## config.mk

```make
export PLATFORM = sky130hd
export DESIGN_NAME = nv_record_list_parser_unit
export DESIGN_NICKNAME = d
export VERILOG_FILES = /design/src/design/nvrl_pkg.sv /design/src/design/nvrl_cfg.sv /design/src/design/nvrl_in_stage.sv /design/src/design/nvrl_walker.sv /design/src/design/nvrl_out_stage.sv /design/src/design/nv_record_list_parser_unit.sv
export VERILOG_INCLUDE_DIRS = /design/src /design/src/design
export SDC_FILE = /design/constraint.sdc
export NUM_CORES = 1
export LEC_CHECK = 0
export BUFFER_PORTS_ARGS = -buffer_cell sky130_fd_sc_hd__buf_2
export CAP_MARGIN = 40
export CORE_ASPECT_RATIO = 0.5
export CORE_MARGIN = 2
export CORE_UTILIZATION = 55
export CTS_CLUSTER_SIZE = 14
export DETAILED_ROUTE_END_ITERATION = 6
export HOLD_SLACK_MARGIN = 0.03
export PLACE_DENSITY_LB_ADDON = 0.25
export SLEW_MARGIN = 20
export SYNTH_ARGS = -nofsm -noshare
export SYNTH_HDL_FRONTEND = slang
export SYNTH_SLANG_ARGS = --single-unit
```

## constraint.sdc

```tcl
create_clock -name aclk -period 21.1 [get_ports aclk]
set_input_delay 3.165 -clock aclk [delete_from_list [all_inputs] [get_ports aclk]]
set_output_delay 3.165 -clock aclk [all_outputs]
set_load 0.01 [all_outputs]
```

## src/design/nv_record_list_parser_unit_defines.svh

```systemverilog
// assertion macros for the record list parser unit
// no dependencies; included by the modules that carry checks
`ifndef NV_RECORD_LIST_PARSER_UNIT_DEFINES_SVH
`define NV_RECORD_LIST_PARSER_UNIT_DEFINES_SVH

`ifndef SYNTHESIS

`define NVRL_ASSERT_ALWAYS(lbl, clk, rst_n, cond, msg) \
    lbl: assert property (@(posedge clk) disable iff (!rst_n) (cond)) else $error(msg);

`define NVRL_ASSERT_IMPLY(lbl, clk, rst_n, ante, cons, msg) \
    lbl: assert property (@(posedge clk) disable iff (!rst_n) (ante) |-> (cons)) \
        else $error(msg);

`define NVRL_ASSERT_NEXT(lbl, clk, rst_n, ante, cons, msg) \
    lbl: assert property (@(posedge clk) disable iff (!rst_n) (ante) |=> (cons)) \
        else $error(msg);

`else

`define NVRL_ASSERT_ALWAYS(lbl, clk, rst_n, cond, msg)

`define NVRL_ASSERT_IMPLY(lbl, clk, rst_n, ante, cons, msg)

`define NVRL_ASSERT_NEXT(lbl, clk, rst_n, ante, cons, msg)

`endif

`endif

```

## src/design/nvrl_pkg.sv

```systemverilog
// shared types and widths for the record list parser unit
// no dependencies
`default_nettype none

package nvrl_pkg;

    localparam int CFG_IDX_W  = 3;
    localparam int CFG_DATA_W = 32;
    localparam int IDX_W      = 10;

    typedef struct packed {
        logic            core_image;
        logic [31:0]     image_size;
        logic [2:0]      backup_count;
        logic [3:0][15:0] backup_ids;
    } cfg_t;

    typedef struct packed {
        logic [15:0]      record_id;
        logic [15:0]      record_length;
        logic [31:0]      record_offset;
        logic [IDX_W-1:0] record_index;
        logic             backup_wanted;
        logic             list_end;
        logic             list_fail;
    } result_t;

endpackage

`default_nettype wire

```

## src/design/nvrl_cfg.sv

```systemverilog
// configuration registers of the record list parser unit
// depends on nvrl_pkg
`default_nettype none

module nvrl_cfg
    import nvrl_pkg::*;
(
    input  wire logic                  aclk,
    input  wire logic                  aresetn,
    input  wire logic                  cfg_wr_en,
    input  wire logic [CFG_IDX_W-1:0]  cfg_wr_index,
    input  wire logic [CFG_DATA_W-1:0] cfg_wr_data,
    output cfg_t                       cfg
);

    localparam logic [CFG_IDX_W-1:0] REG_CORE_IMAGE   = 3'd0;
    localparam logic [CFG_IDX_W-1:0] REG_IMAGE_SIZE   = 3'd1;
    localparam logic [CFG_IDX_W-1:0] REG_BACKUP_COUNT = 3'd2;
    localparam logic [CFG_IDX_W-1:0] REG_BACKUP_ID_A  = 3'd3;
    localparam logic [CFG_IDX_W-1:0] REG_BACKUP_ID_B  = 3'd4;
    localparam logic [CFG_IDX_W-1:0] REG_BACKUP_ID_C  = 3'd5;
    localparam logic [CFG_IDX_W-1:0] REG_BACKUP_ID_D  = 3'd6;

    // all zero except image_size
    localparam cfg_t CFG_RESET = cfg_t'({1'b0, 32'd65536, 3'd0, 64'd0});

    cfg_t cfg_reg;
    cfg_t cfg_next;

    always_comb begin
        cfg_next = cfg_reg;
        if (cfg_wr_en) begin
            case (cfg_wr_index)
                REG_CORE_IMAGE:   cfg_next.core_image    = cfg_wr_data[0];
                REG_IMAGE_SIZE:   cfg_next.image_size    = cfg_wr_data[31:0];
                REG_BACKUP_COUNT: cfg_next.backup_count  = cfg_wr_data[2:0];
                REG_BACKUP_ID_A:  cfg_next.backup_ids[0] = cfg_wr_data[15:0];
                REG_BACKUP_ID_B:  cfg_next.backup_ids[1] = cfg_wr_data[15:0];
                REG_BACKUP_ID_C:  cfg_next.backup_ids[2] = cfg_wr_data[15:0];
                REG_BACKUP_ID_D:  cfg_next.backup_ids[3] = cfg_wr_data[15:0];
                default: ;
            endcase
        end
    end

    always_ff @(posedge aclk) begin
        if (!aresetn) begin
            cfg_reg <= CFG_RESET;
        end else begin
            cfg_reg <= cfg_next;
        end
    end

    assign cfg = cfg_reg;

endmodule

`default_nettype wire

```

## src/design/nvrl_in_stage.sv

```systemverilog
// input register of the record list parser unit
// depends on nvrl_pkg only for house consistency of imports
`default_nettype none

module nvrl_in_stage
    import nvrl_pkg::*;
(
    input  wire logic       aclk,
    input  wire logic       aresetn,
    input  wire logic       s_valid,
    output logic            s_ready,
    input  wire logic [7:0] s_data_byte,
    input  wire logic       s_image_start,
    input  wire logic       take,
    output logic            in_valid,
    output logic [7:0]      in_byte,
    output logic            in_start
);

    logic       valid_reg;
    logic [7:0] byte_reg;
    logic       start_reg;

    assign s_ready = !valid_reg || take;

    always_ff @(posedge aclk) begin
        if (!aresetn) begin
            valid_reg <= 1'b0;
        end else if (s_valid && s_ready) begin
            valid_reg <= 1'b1;
        end else if (take) begin
            valid_reg <= 1'b0;
        end
    end

    always_ff @(posedge aclk) begin
        if (s_valid && s_ready) begin
            byte_reg  <= s_data_byte;
            start_reg <= s_image_start;
        end
    end

    assign in_valid = valid_reg;
    assign in_byte  = byte_reg;
    assign in_start = start_reg;

endmodule

`default_nettype wire

```

## src/design/nvrl_walker.sv

```systemverilog
// header walk state and per-byte decode of the record list parser unit
// depends on nvrl_pkg and nv_record_list_parser_unit_defines.svh
`default_nettype none
`include "nv_record_list_parser_unit_defines.svh"

module nvrl_walker
    import nvrl_pkg::*;
#(
    parameter int MAX_RECORDS = 1024
)
(
    input  wire logic       aclk,
    input  wire logic       aresetn,
    input  wire logic       step,
    input  wire logic [7:0] in_byte,
    input  wire logic       in_start,
    input  wire cfg_t       cfg,
    output result_t         res,
    output logic            res_valid
);

    localparam int CNT_W = $clog2(MAX_RECORDS + 1);
    localparam logic [CNT_W-1:0] CNT_MAX = CNT_W'(MAX_RECORDS);

    localparam logic [2:0] PH_HDR0      = 3'd0;
    localparam logic [2:0] PH_HDR1      = 3'd1;
    localparam logic [2:0] PH_HDR2      = 3'd2;
    localparam logic [2:0] PH_HDR3      = 3'd3;
    localparam logic [2:0] PH_PAYLOAD   = 3'd4;
    localparam logic [2:0] PH_STAMP     = 3'd5;
    localparam logic [2:0] PH_FAIL_NEXT = 3'd6;

    localparam logic [15:0] ID_TERM_A = 16'hFFFF;
    localparam logic [15:0] ID_TERM_B = 16'hFFFE;
    localparam logic [15:0] ID_BACKUP = 16'h0005;

    logic [31:0]      offset_reg, offset_next;
    logic [2:0]       phase_reg, phase_next;
    logic [15:0]      id_reg, id_next;
    logic [7:0]       len_lo_reg, len_lo_next;
    logic [16:0]      rem_reg, rem_next;
    logic [CNT_W-1:0] cnt_reg, cnt_next;
    logic [31:0]      hstart_reg, hstart_next;
    logic [33:0]      hbase_reg, hbase_next;   // header start plus 8
    logic             done_reg, done_next;

    always_comb begin
        logic [31:0]            off_e;
        logic [2:0]             phase_e;
        logic [15:0]            id_e;
        logic [7:0]             len_e;
        logic [16:0]            rem_e;
        logic [CNT_W-1:0]       cnt_e;
        logic [31:0]            hstart_e;
        logic                   done_e;
        logic [16:0]            rem_dec;
        logic [16:0]            padded;
        logic [15:0]            full_len;
        logic [CNT_W-1:0]       cnt_inc;
        logic [CNT_W+IDX_W-1:0] idx_ext;
        logic                   ends;
        logic                   match;
        logic                   fail;
        logic                   produced;

        off_e    = offset_reg;
        phase_e  = phase_reg;
        id_e     = id_reg;
        len_e    = len_lo_reg;
        rem_e    = rem_reg;
        cnt_e    = cnt_reg;
        hstart_e = hstart_reg;
        done_e   = done_reg;
        rem_dec  = '0;
        padded   = '0;
        full_len = '0;
        cnt_inc  = '0;
        idx_ext  = '0;
        ends     = 1'b0;
        match    = 1'b0;
        fail     = 1'b0;
        produced = 1'b0;
        res      = '0;

        if (in_start) begin
            off_e    = '0;
            cnt_e    = '0;
            id_e     = '0;
            len_e    = '0;
            hstart_e = '0;
            done_e   = 1'b0;
            if (cfg.core_image) begin
                rem_e   = '0;
                phase_e = PH_HDR0;
            end else begin
                rem_e   = 17'd4;
                phase_e = PH_STAMP;
            end
        end

        offset_next = off_e;
        phase_next  = phase_e;
        id_next     = id_e;
        len_lo_next = len_e;
        rem_next    = rem_e;
        cnt_next    = cnt_e;
        hstart_next = hstart_e;
        hbase_next  = hbase_reg;
        done_next   = done_e;

        // core image too small to hold even the first header
        if (in_start && cfg.core_image && (cfg.image_size < 32'd4)) begin
            fail = 1'b1;
        end else if (!done_e) begin
            offset_next = off_e + 32'd1;
            case (phase_e)
                PH_STAMP: begin
                    rem_dec  = rem_e - 17'd1;
                    rem_next = rem_dec;
                    if (rem_dec == '0) begin
                        phase_next = PH_HDR0;
                        if ((cnt_e >= CNT_MAX) ||
                            (({1'b0, off_e} + 33'd5) > {1'b0, cfg.image_size})) begin
                            fail = 1'b1;
                        end
                    end
                end
                PH_HDR0: begin
                    hstart_next = off_e;
                    hbase_next  = {2'b00, off_e} + 34'd8;
                    id_next     = {8'h00, in_byte};
                    phase_next  = PH_HDR1;
                end
                PH_HDR1: begin
                    id_next    = {in_byte, id_e[7:0]};
                    phase_next = PH_HDR2;
                end
                PH_HDR2: begin
                    len_lo_next = in_byte;
                    phase_next  = PH_HDR3;
                end
                PH_HDR3: begin
                    full_len = {in_byte, len_e};
                    cnt_inc  = cnt_e + 1'b1;
                    cnt_next = cnt_inc;
                    idx_ext  = {{IDX_W{1'b0}}, cnt_e};
                    ends     = (id_e == ID_TERM_A) || (id_e == ID_TERM_B) ||
                               (({1'b0, hstart_e} + 33'd4) == {1'b0, cfg.image_size});
                    match    = (id_e == ID_BACKUP);
                    for (int k = 0; k < 4; k++) begin
                        if ((cfg.backup_count > 3'(k)) && (cfg.backup_ids[k] == id_e)) begin
                            match = 1'b1;
                        end
                    end
                    produced          = 1'b1;
                    res.record_id     = id_e;
                    res.record_length = full_len;
                    res.record_offset = hstart_e;
                    res.record_index  = idx_ext[IDX_W-1:0];
                    res.backup_wanted = match;
                    res.list_end      = ends;
                    if (ends) begin
                        done_next = 1'b1;
                    end else begin
                        padded = ({1'b0, full_len} + 17'd3) & ~17'd3;
                        if ((cnt_inc >= CNT_MAX) ||
                            ((hbase_reg + {17'd0, padded}) > {2'b00, cfg.image_size})) begin
                            phase_next = PH_FAIL_NEXT;
                        end else if (padded == '0) begin
                            phase_next = PH_HDR0;
                        end else begin
                            rem_next   = padded;
                            phase_next = PH_PAYLOAD;
                        end
                    end
                end
                PH_PAYLOAD: begin
                    rem_dec  = rem_e - 17'd1;
                    rem_next = rem_dec;
                    if (rem_dec == '0) begin
                        phase_next = PH_HDR0;
                    end
                end
                default: begin
                    fail = 1'b1;
                end
            endcase
        end

        if (fail) begin
            res           = '0;
            res.list_fail = 1'b1;
            produced      = 1'b1;
            done_next     = 1'b1;
        end

        res_valid = step && produced;
    end

    always_ff @(posedge aclk) begin
        if (!aresetn) begin
            offset_reg <= '0;
            phase_reg  <= PH_HDR0;
            id_reg     <= '0;
            len_lo_reg <= '0;
            rem_reg    <= '0;
            cnt_reg    <= '0;
            hstart_reg <= '0;
            hbase_reg  <= '0;
            done_reg   <= 1'b1;
        end else if (step) begin
            offset_reg <= offset_next;
            phase_reg  <= phase_next;
            id_reg     <= id_next;
            len_lo_reg <= len_lo_next;
            rem_reg    <= rem_next;
            cnt_reg    <= cnt_next;
            hstart_reg <= hstart_next;
            hbase_reg  <= hbase_next;
            done_reg   <= done_next;
        end
    end

    `NVRL_ASSERT_ALWAYS(a_cnt_bound, aclk, aresetn, cnt_reg <= CNT_MAX, "record count past limit")

    `NVRL_ASSERT_IMPLY(a_payload_rem, aclk, aresetn, !done_reg && (phase_reg == PH_PAYLOAD), rem_reg != '0, "payload skip with nothing left")

    `NVRL_ASSERT_NEXT(a_stop_after_end, aclk, aresetn, res_valid && (res.list_end || res.list_fail), done_reg, "walk did not stop after final transaction")

endmodule

`default_nettype wire

```

## src/design/nvrl_out_stage.sv

```systemverilog
// result register of the record list parser unit
// depends on nvrl_pkg
`default_nettype none

module nvrl_out_stage
    import nvrl_pkg::*;
(
    input  wire logic    aclk,
    input  wire logic    aresetn,
    input  wire logic    load,
    input  wire result_t res,
    output logic         can_accept,
    output logic         m_valid,
    input  wire logic    m_ready,
    output result_t      m_res
);

    logic    valid_reg;
    result_t data_reg;

    assign can_accept = !valid_reg || m_ready;

    always_ff @(posedge aclk) begin
        if (!aresetn) begin
            valid_reg <= 1'b0;
        end else if (load) begin
            valid_reg <= 1'b1;
        end else if (m_ready) begin
            valid_reg <= 1'b0;
        end
    end

    always_ff @(posedge aclk) begin
        if (load) begin
            data_reg <= res;
        end
    end

    assign m_valid = valid_reg;
    assign m_res   = data_reg;

endmodule

`default_nettype wire

```

## src/design/nv_record_list_parser_unit.sv

```systemverilog
// Record list parser. Bytes of a parameter image enter on the s_ channel, one per
// transaction; s_image_start marks byte 0 and restarts the walk. A plain image
// skips a 4-byte stamp first. Every 4-byte header (id, length, little-endian)
// gives one m_ transaction with id, raw length, offset, ordinal and backup flag;
// payloads are skipped with 4-byte padding. list_end marks a terminator id or a
// header that ends at image_size; list_fail marks an image that ran out or hit
// the record limit, with all record fields zero.
// A header's result is decoded from its last byte in the input register and loaded
// into the result register. Throughput: one byte per cycle while the result register
// can accept, set by the single decode step between the input and result registers.
// While the result register holds a transaction and m_ready is low, it keeps it and
// no byte is decoded; the input register takes a byte only if it is empty, and s_ready
// stays low until the result moves.
// Reset clears both registers and leaves the walk idle: bytes are dropped until
// one arrives with s_image_start set. The config port writes one register per
// cycle with cfg_wr_en and is meant to be used only while no walk is pending.
// depends on nvrl_pkg, nvrl_cfg, nvrl_in_stage, nvrl_walker, nvrl_out_stage
`default_nettype none
`include "nv_record_list_parser_unit_defines.svh"

module nv_record_list_parser_unit
    import nvrl_pkg::*;
#(
    parameter int MAX_RECORDS = 1024
)
(
    input  wire logic                  aclk,
    input  wire logic                  aresetn,
    input  wire logic                  cfg_wr_en,
    input  wire logic [CFG_IDX_W-1:0]  cfg_wr_index,
    input  wire logic [CFG_DATA_W-1:0] cfg_wr_data,
    input  wire logic                  s_valid,
    output logic                       s_ready,
    input  wire logic [7:0]            s_data_byte,
    input  wire logic                  s_image_start,
    output logic                       m_valid,
    input  wire logic                  m_ready,
    output logic [15:0]                m_record_id,
    output logic [15:0]                m_record_length,
    output logic [31:0]                m_record_offset,
    output logic [IDX_W-1:0]           m_record_index,
    output logic                       m_backup_wanted,
    output logic                       m_list_end,
    output logic                       m_list_fail
);

    cfg_t       cfg;
    logic       in_valid;
    logic [7:0] in_byte;
    logic       in_start;
    logic       can_accept;
    logic       step;
    result_t    res;
    logic       res_valid;
    result_t    m_res;

    assign step = in_valid && can_accept;

    nvrl_cfg u_cfg (
        .aclk         (aclk),
        .aresetn      (aresetn),
        .cfg_wr_en    (cfg_wr_en),
        .cfg_wr_index (cfg_wr_index),
        .cfg_wr_data  (cfg_wr_data),
        .cfg          (cfg)
    );

    nvrl_in_stage u_in_stage (
        .aclk          (aclk),
        .aresetn       (aresetn),
        .s_valid       (s_valid),
        .s_ready       (s_ready),
        .s_data_byte   (s_data_byte),
        .s_image_start (s_image_start),
        .take          (step),
        .in_valid      (in_valid),
        .in_byte       (in_byte),
        .in_start      (in_start)
    );

    nvrl_walker #(
        .MAX_RECORDS (MAX_RECORDS)
    ) u_walker (
        .aclk      (aclk),
        .aresetn   (aresetn),
        .step      (step),
        .in_byte   (in_byte),
        .in_start  (in_start),
        .cfg       (cfg),
        .res       (res),
        .res_valid (res_valid)
    );

    nvrl_out_stage u_out_stage (
        .aclk       (aclk),
        .aresetn    (aresetn),
        .load       (res_valid),
        .res        (res),
        .can_accept (can_accept),
        .m_valid    (m_valid),
        .m_ready    (m_ready),
        .m_res      (m_res)
    );

    assign m_record_id     = m_res.record_id;
    assign m_record_length = m_res.record_length;
    assign m_record_offset = m_res.record_offset;
    assign m_record_index  = m_res.record_index;
    assign m_backup_wanted = m_res.backup_wanted;
    assign m_list_end      = m_res.list_end;
    assign m_list_fail     = m_res.list_fail;

    // input side only stalls behind a held result
    `NVRL_ASSERT_IMPLY(a_stall_cause, aclk, aresetn, !s_ready, m_valid && !m_ready, "input stalled without a held result")

endmodule

`default_nettype wire
```

## Word level (Yosys, flattened, before mapping)

Index checks and enable logic that the tools add are counted.

- Add/subtract/negate cells: 8
- Order comparisons: 9
- Equal/unequal tests: 19
- Muxes and demuxes: 60
- Bitwise gates (word level): 3
- Reduce and logical (&&, ||, !) cells: 34

Operators with widths:

| cell | number |
|---|---|
| 2-to-1 mux 32 bit | 7 |
| 2-to-1 mux 17 bit | 6 |
| adder 32 x 3 -> 33 bit, second input constant | 2 |
| == test 16 bit | 4 |
| 2-to-1 mux 16 bit | 3 |
| 2-to-1 mux 11 bit | 4 |
| adder 34 x 17 -> 34 bit | 1 |
| greater-than comparator 34 x 32 -> 1 bit | 1 |
| zero test 17 bit | 2 |
| case mux 17 bit (2 select lines) | 1 |
| adder 32 x 4 -> 33 bit, second input constant | 1 |
| == test 33 x 32 -> 1 bit | 1 |
| greater-than comparator 33 x 32 -> 1 bit | 1 |
| adder 32 x 1 -> 32 bit, second input constant | 1 |
| == test 16 bit, second input constant | 2 |
| less-than comparator 32 x 3 -> 1 bit, second input constant | 1 |
| 2-to-1 mux 8 bit | 4 |
| case mux 16 bit (2 select lines) | 1 |
| 2-to-1 mux 3 bit | 9 |
| 2-to-1 mux 1 bit | 23 |
| >= comparator 11 bit, second input constant | 2 |
| adder 16 x 2 -> 17 bit, second input constant | 1 |
| subtractor 17 x 1 -> 17 bit, second input constant | 1 |
| == test 16 x 3 -> 1 bit, second input constant | 1 |
| 19 further kinds | 53 |

- Register bits: 342
- Input port bits: 49
- Output and inout port bits: 79
- Word-level logic and storage cells: 160

## Depth between registers and ports, before layout

- Word-level depth: 12
- Gate-level depth with buffers: 33
- Mapped depth without buffers: 27

## Cells and area by module

From an unflattened synthesis, not the netlist that was laid out.

- Cells, all modules: 2538
- Area total of the unflattened synthesis: 21245.4 µm²

Modules (own cells, without submodules):

| module | times used | cells each | area each (µm²) | seq. area each (µm²) |
|---|---|---|---|---|
| nvrl_walker | 1 | 2076 | 14769.2 | 3062.9 |
| nvrl_cfg | 1 | 366 | 3781.1 | 2001.9 |
| nvrl_out_stage | 1 | 81 | 2361.0 | 2332.2 |
| nvrl_in_stage | 1 | 14 | 327.8 | 290.3 |
| nv_record_list_parser_unit | 1 | 1 | 6.3 | 0.0 |

## Worst setup path after synthesis

Ideal clock, no wire load.

- Path type: register -> register
- Start point: reg u_in_stage.start_reg, in the netlist u_in_stage.in_start
- End point: reg u_out_stage.data_reg, in the netlist u_out_stage.m_res[0], enable pin
- Library setup time: 0.512 ns
- Data arrival time: 8.349 ns
- Required time: 20.588 ns
- Slack: 12.239 ns
- Stages on the path, launching flop included: 30
- Buffers on the path: 9
- Clock period less this slack: 8.861 ns
- Path through: edfxtp_1 > buf_6 > buf_4 > buf_2 > buf_2 > buf_2 > buf_2 > buf_2 > nor2b_1 > ha_1 > nand4b_1 > nor2_1 > and3_1 > clkbuf_1 > and4_1 > clkbuf_2 > and2_1 > nand3_1 > nor4_2 > nand2_1 > xnor2_1 > ha_1 > and4_1 > nand4_1 > o32a_1 > o2111ai_1 > a31oi_1 > a311o_2 > nor2_1 > nor2_1

- Word-level cells in the longest chain between the ends: 11
- Elaborated cells between the ends (all ways): 30
- Those cells by class: 2 x add/sub; 2 x order compare; 5 x eq/ne; 14 x mux; 7 x reduce/logical

RTL lines:

| item | RTL line | text |
|---|---|---|
| start, declared | nvrl_in_stage.sv:22 | `logic start_reg;` |
| start signal, assigned | nvrl_in_stage.sv:39 | `start_reg <= s_image_start;` |
| 2-to-1 mux 32 bit | nvrl_walker.sv:85 | `if (in_start) begin` |
| adder 32 x 3 -> 33 bit | nvrl_walker.sv:123 | `(({1'b0, off_e} + 33'd5) > {1'b0, cfg.image_size})) begin` |
| greater-than comparator 33 x 32 -> 1 bit | nvrl_walker.sv:123 |  |
| logical OR 1 bit | nvrl_walker.sv:122 | `if ((cnt_e >= CNT_MAX) \|\|` |
| 2-to-1 mux 1 bit | nvrl_walker.sv:122 |  |
| 2-to-1 mux 1 bit | nvrl_walker.sv:120 | `if (rem_dec == '0) begin` |
| case mux 1 bit (2 select lines) | nvrl_walker.sv:116 | `case (phase_e)` |
| 2-to-1 mux 1 bit | nvrl_walker.sv:114 | `end else if (!done_e) begin` |
| 2-to-1 mux 1 bit | nvrl_walker.sv:112 | `if (in_start && cfg.core_image && (cfg.image_size < 32'd4)) begin` |
| 2-to-1 mux 1 bit (*) | nvrl_walker.sv:190 | `if (fail) begin` |
| logical AND 1 bit (*) | nvrl_walker.sv:197 | `res_valid = step && produced;` |
| net res_valid | nv_record_list_parser_unit.sv:54 | `logic res_valid;` |
| end signal, assigned | nvrl_out_stage.sv:35 | `data_reg <= res;` |
| end, declared | nvrl_out_stage.sv:19 | `result_t data_reg;` |

The timed path passes the listed nets; every way through them passes the cells marked *.
A chain may end at the register's enable or synchronous reset.

## Final worst setup path

- Start point: reg u_in_stage.start_reg, in the netlist u_in_stage.in_start
- End point: reg u_out_stage.data_reg, in the netlist u_out_stage.m_res[38], enable pin

Same word-level chain as after synthesis.

==> impl_metrics.csv <==
group,metric,value,unit
status,status,"finished clean",
synth,synth_fp_nets,2727,
place,finalWeightedCongestion,1.04,
setup_path,cp-end-kind,"flip-flop",
global_routing,antenna_found_initial,2,
sta,worstMarginPinSlew,0.919,ns
synth,yosysSeqAreaShare,36.6,%
setup_path,worstPathArrival,7.46,ns
global_routing,grt_max_degree,108,
synth,synth_top_cell_by_area,"dfxtp_1",
final_layout,largest_register_ff_count,100,
clock_tree,cts.sinks,341,
sta,fin_skew,0.0224,ns
setup_path,worstPathMaxFanout,64,
synth,synth_common_cells,"nand2_1 (334), nor2_1 (279), dfxtp_1 (255)",
final_layout,fin_nets,2742,
power,power_switching_share,26.7,%
sta,finalSetupViolCount,0,
die,io_pins,128,
route,ant_nets,0,
power,p_sw,365,uW
global_routing,grt_pass1_wl,107,mm
route,drc_errors,0,
place,dp_hpwl,49.4,mm
sta,holdWs,0.461,ns
clock_tree,cts_inserted_buffers,31,
clock_tree,htree_levels,1,
power,power_frac_seq,50.1,%
die,start_util,56.0,%
power,clockPowerShare,40.9,%
sta,hold_viol_final,0,
synth,async_flop_share,0,%
worst_hold_path,hold_path_class,"reg -> reg",
power,ir_drop,0.0515,mV
synth,synth_flop_cell,"dfxtp_1",
route,wl_per_cell,22.4,um
setup_path,rrSetupSlack,13.91,ns
die,core,0.0375,sq mm
clock_tree,cts_setup_buffers,0,
power,power_density,60.0,mW/mm^2
route,totalWireLength,70.1,mm
setup_path,worstReg2RegStart,"u_in_stage.in_start",
setup_path,cp-start-kind,"flip-flop",
power,power_leakage,0.00784,uW
die,std_cell_rows,50,
route,firstDrtPassIters,6,
sta,setup_tns,0,ns
place,place_area,0.0218,sq mm
sta,rsz0062_at_grt,"no",
sta,maxSlewHeadroom,38.2,%
final_layout,diodes,0,
synth,yosys_register_bits,341,
global_routing,gr-total-overflow,0,
global_routing,first_global_vias,18325,
route,vias,20374,
global_routing,grt.total_usage,34.4,%
clock_tree,clk_pin_slew,0.07,ns
setup_path,critical_path_class,"reg -> reg",
synth,synth_area_leaders,"dfxtp_1 (24%), edfxtp_1 (12%), nand2_1 (6.0%)",
final_layout,area_delta_synth_final,8.73,%
job,drv_cap,0,
final_layout,postLayoutCellArea,0.0228,sq mm
clock_tree,clk_latency,0.62,ns
sta,slew_viol_final,0,
setup_path,reg2reg_depth,25,
synth,synth_edf_count,86,
synth,avgSynthCellArea,8.10,sq um
sta,fin_crit_sh,34.1,%
clock_tree,root_buffer,"clkbuf_16",
synth,yosys_warnings,0,
setup_path,cp-startpoint,"u_in_stage.in_start",
synth,synthCells,2590,
clock_tree,cts_hold_buffers,0,
synth,yosysTopAreaCellShare,24.3,%
die,die_y,142,um
sta,setup_slack,13.91,ns
setup_path,r2r_end,"u_out_stage.m_res[38]",
die,die-area,0.0398,sq mm
synth,yosysUniqueCellTypes,89,
place,preCtsSetupSlack,14.19,ns
power,power.internal,1000,uW
sta,min_period,7.19,ns
power,p_comb_share,8.9,%
route,vias_per_cell,6.52,
final_layout,drive_gt1_share,9.70,%
place,port_buffers,127,
setup_path,cp-endpoint,"u_out_stage.m_res[38]",
synth,synth_most_common_cell,"nand2_1",
clock_tree,cts_tree,"built",
route,dr.first_iter.drc_count,2799,
synth,syn_area,0.0210,sq mm
die,die_w,280,um
clock_tree,post_cts_resized,0,
sta,max_clock_freq,139,MHz
setup_path,critPathRequiredTime,21.38,ns
clock_tree,cts.path.max_buffers,3,
==> power by group through the flow <==
| stage | registers (uW) | logic (uW) | clock network [uW] |
|---|---|---|---|
| after floorplan | 694 | 80.7 | 0 |
| after global placement | 700 | 115 | 0 |
| after detailed placement | 700 | 116 | 0 |
| after CTS | 685 | 117 | 562 |
| after global routing | 687 | 131 | 586 |
| final | 686 | 122 | 560 |
==> per-layer routing <==
metal	vias to the layer above	global-route usage [%]	share of wire [%]
li1	9436	-	-
met1	9680	48.7	43
met2	1081	53.2	44
met3	175	5.94	9.9
met4	2	11.3	3.4
met5	-	0	0.019
==> critical path, cell delays in order, from the launching register on <==
cell and delay, ns:
edfxtp_1 0.38, buf_4 0.31, buf_4 0.42, nor2b_1 0.40, ha_1 0.35, nand4b_1 0.22, nor2_1 0.24, and3_1 0.33
and4_1 0.37, and3_1 0.30, and3_1 0.28, nand4_1 0.25, nor2_1 0.21, xnor2_1 0.08, ha_1 0.18, a21o_1 0.17
a21oi_1 0.14, nor2b_1 0.06, o21ai_0 0.14, nand2b_1 0.08, a2111oi_0 0.46, a31oi_1 0.29, a311o_2 0.42, nor2_1 0.18
nor2_4 0.10, buf_4 0.34
==> cell type report <==
class                      count  area (sq um)
sequential                   341          7690
clock buffer                  43           842
tap                          494           618
clock inverter                14           110
timing repair buffer         163           955
fill                        3337         14700
multi-input combinational   2018         12400
inverter                      50           193
==> through the flow <==
step	power [uW]	utilization [%]	std cells
5_1_grt	1400	60.9	3123
3_5_place_dp	816	58.2	3062
6_report	1370	60.9	3123
3_3_place_gp	815	58.0	3055
2_1_floorplan	774	-	2590
4_1_cts	1360	60.7	3119
==> kinds of logic (layout without fill, tap and decap cells) <==
kind of cell,Yosys count,in the layout,share of synthesized area [%]
and+or+nand+nor,1100,1100,26.3
muxes,9,9,0.429
xor gates and xnor gates,169,169,7.06
adders and majority gates,88,88,5.28
AOI/OAI and AO/OA,652,652,19.9
DFF,341,341,36.6
buffers and inverters,231,270,4.39
==> worst min-delay path by stage <==
stage          cells past startpoint                  start  slack [ns]               endpoint
2_1_floorplan                      2  u_walker.hbase_reg[0]        0.44  u_walker.hbase_reg[0]
3_3_place_gp                       2  u_walker.hbase_reg[0]        0.44  u_walker.hbase_reg[0]
3_5_place_dp                       2  u_walker.hbase_reg[0]        0.45  u_walker.hbase_reg[0]
4_1_cts                            2  u_walker.hbase_reg[0]        0.46  u_walker.hbase_reg[0]
5_1_grt                            2  u_walker.hbase_reg[4]        0.48  u_walker.hbase_reg[4]
6_report                           2  u_walker.hbase_reg[0]        0.46  u_walker.hbase_reg[0]
==> cell usage in the layout (no fill, tap or decap), drive strengths merged, types with 86 or more instances in the layout <==
master and n:
edfxtp 86, nor2 279, a21oi 224, dfxtp 255, xnor2 124, buf 163
nand2 335, and3 94, ha 87, o21ai 107
Note: power is estimated with default switching activity, not from simulation.
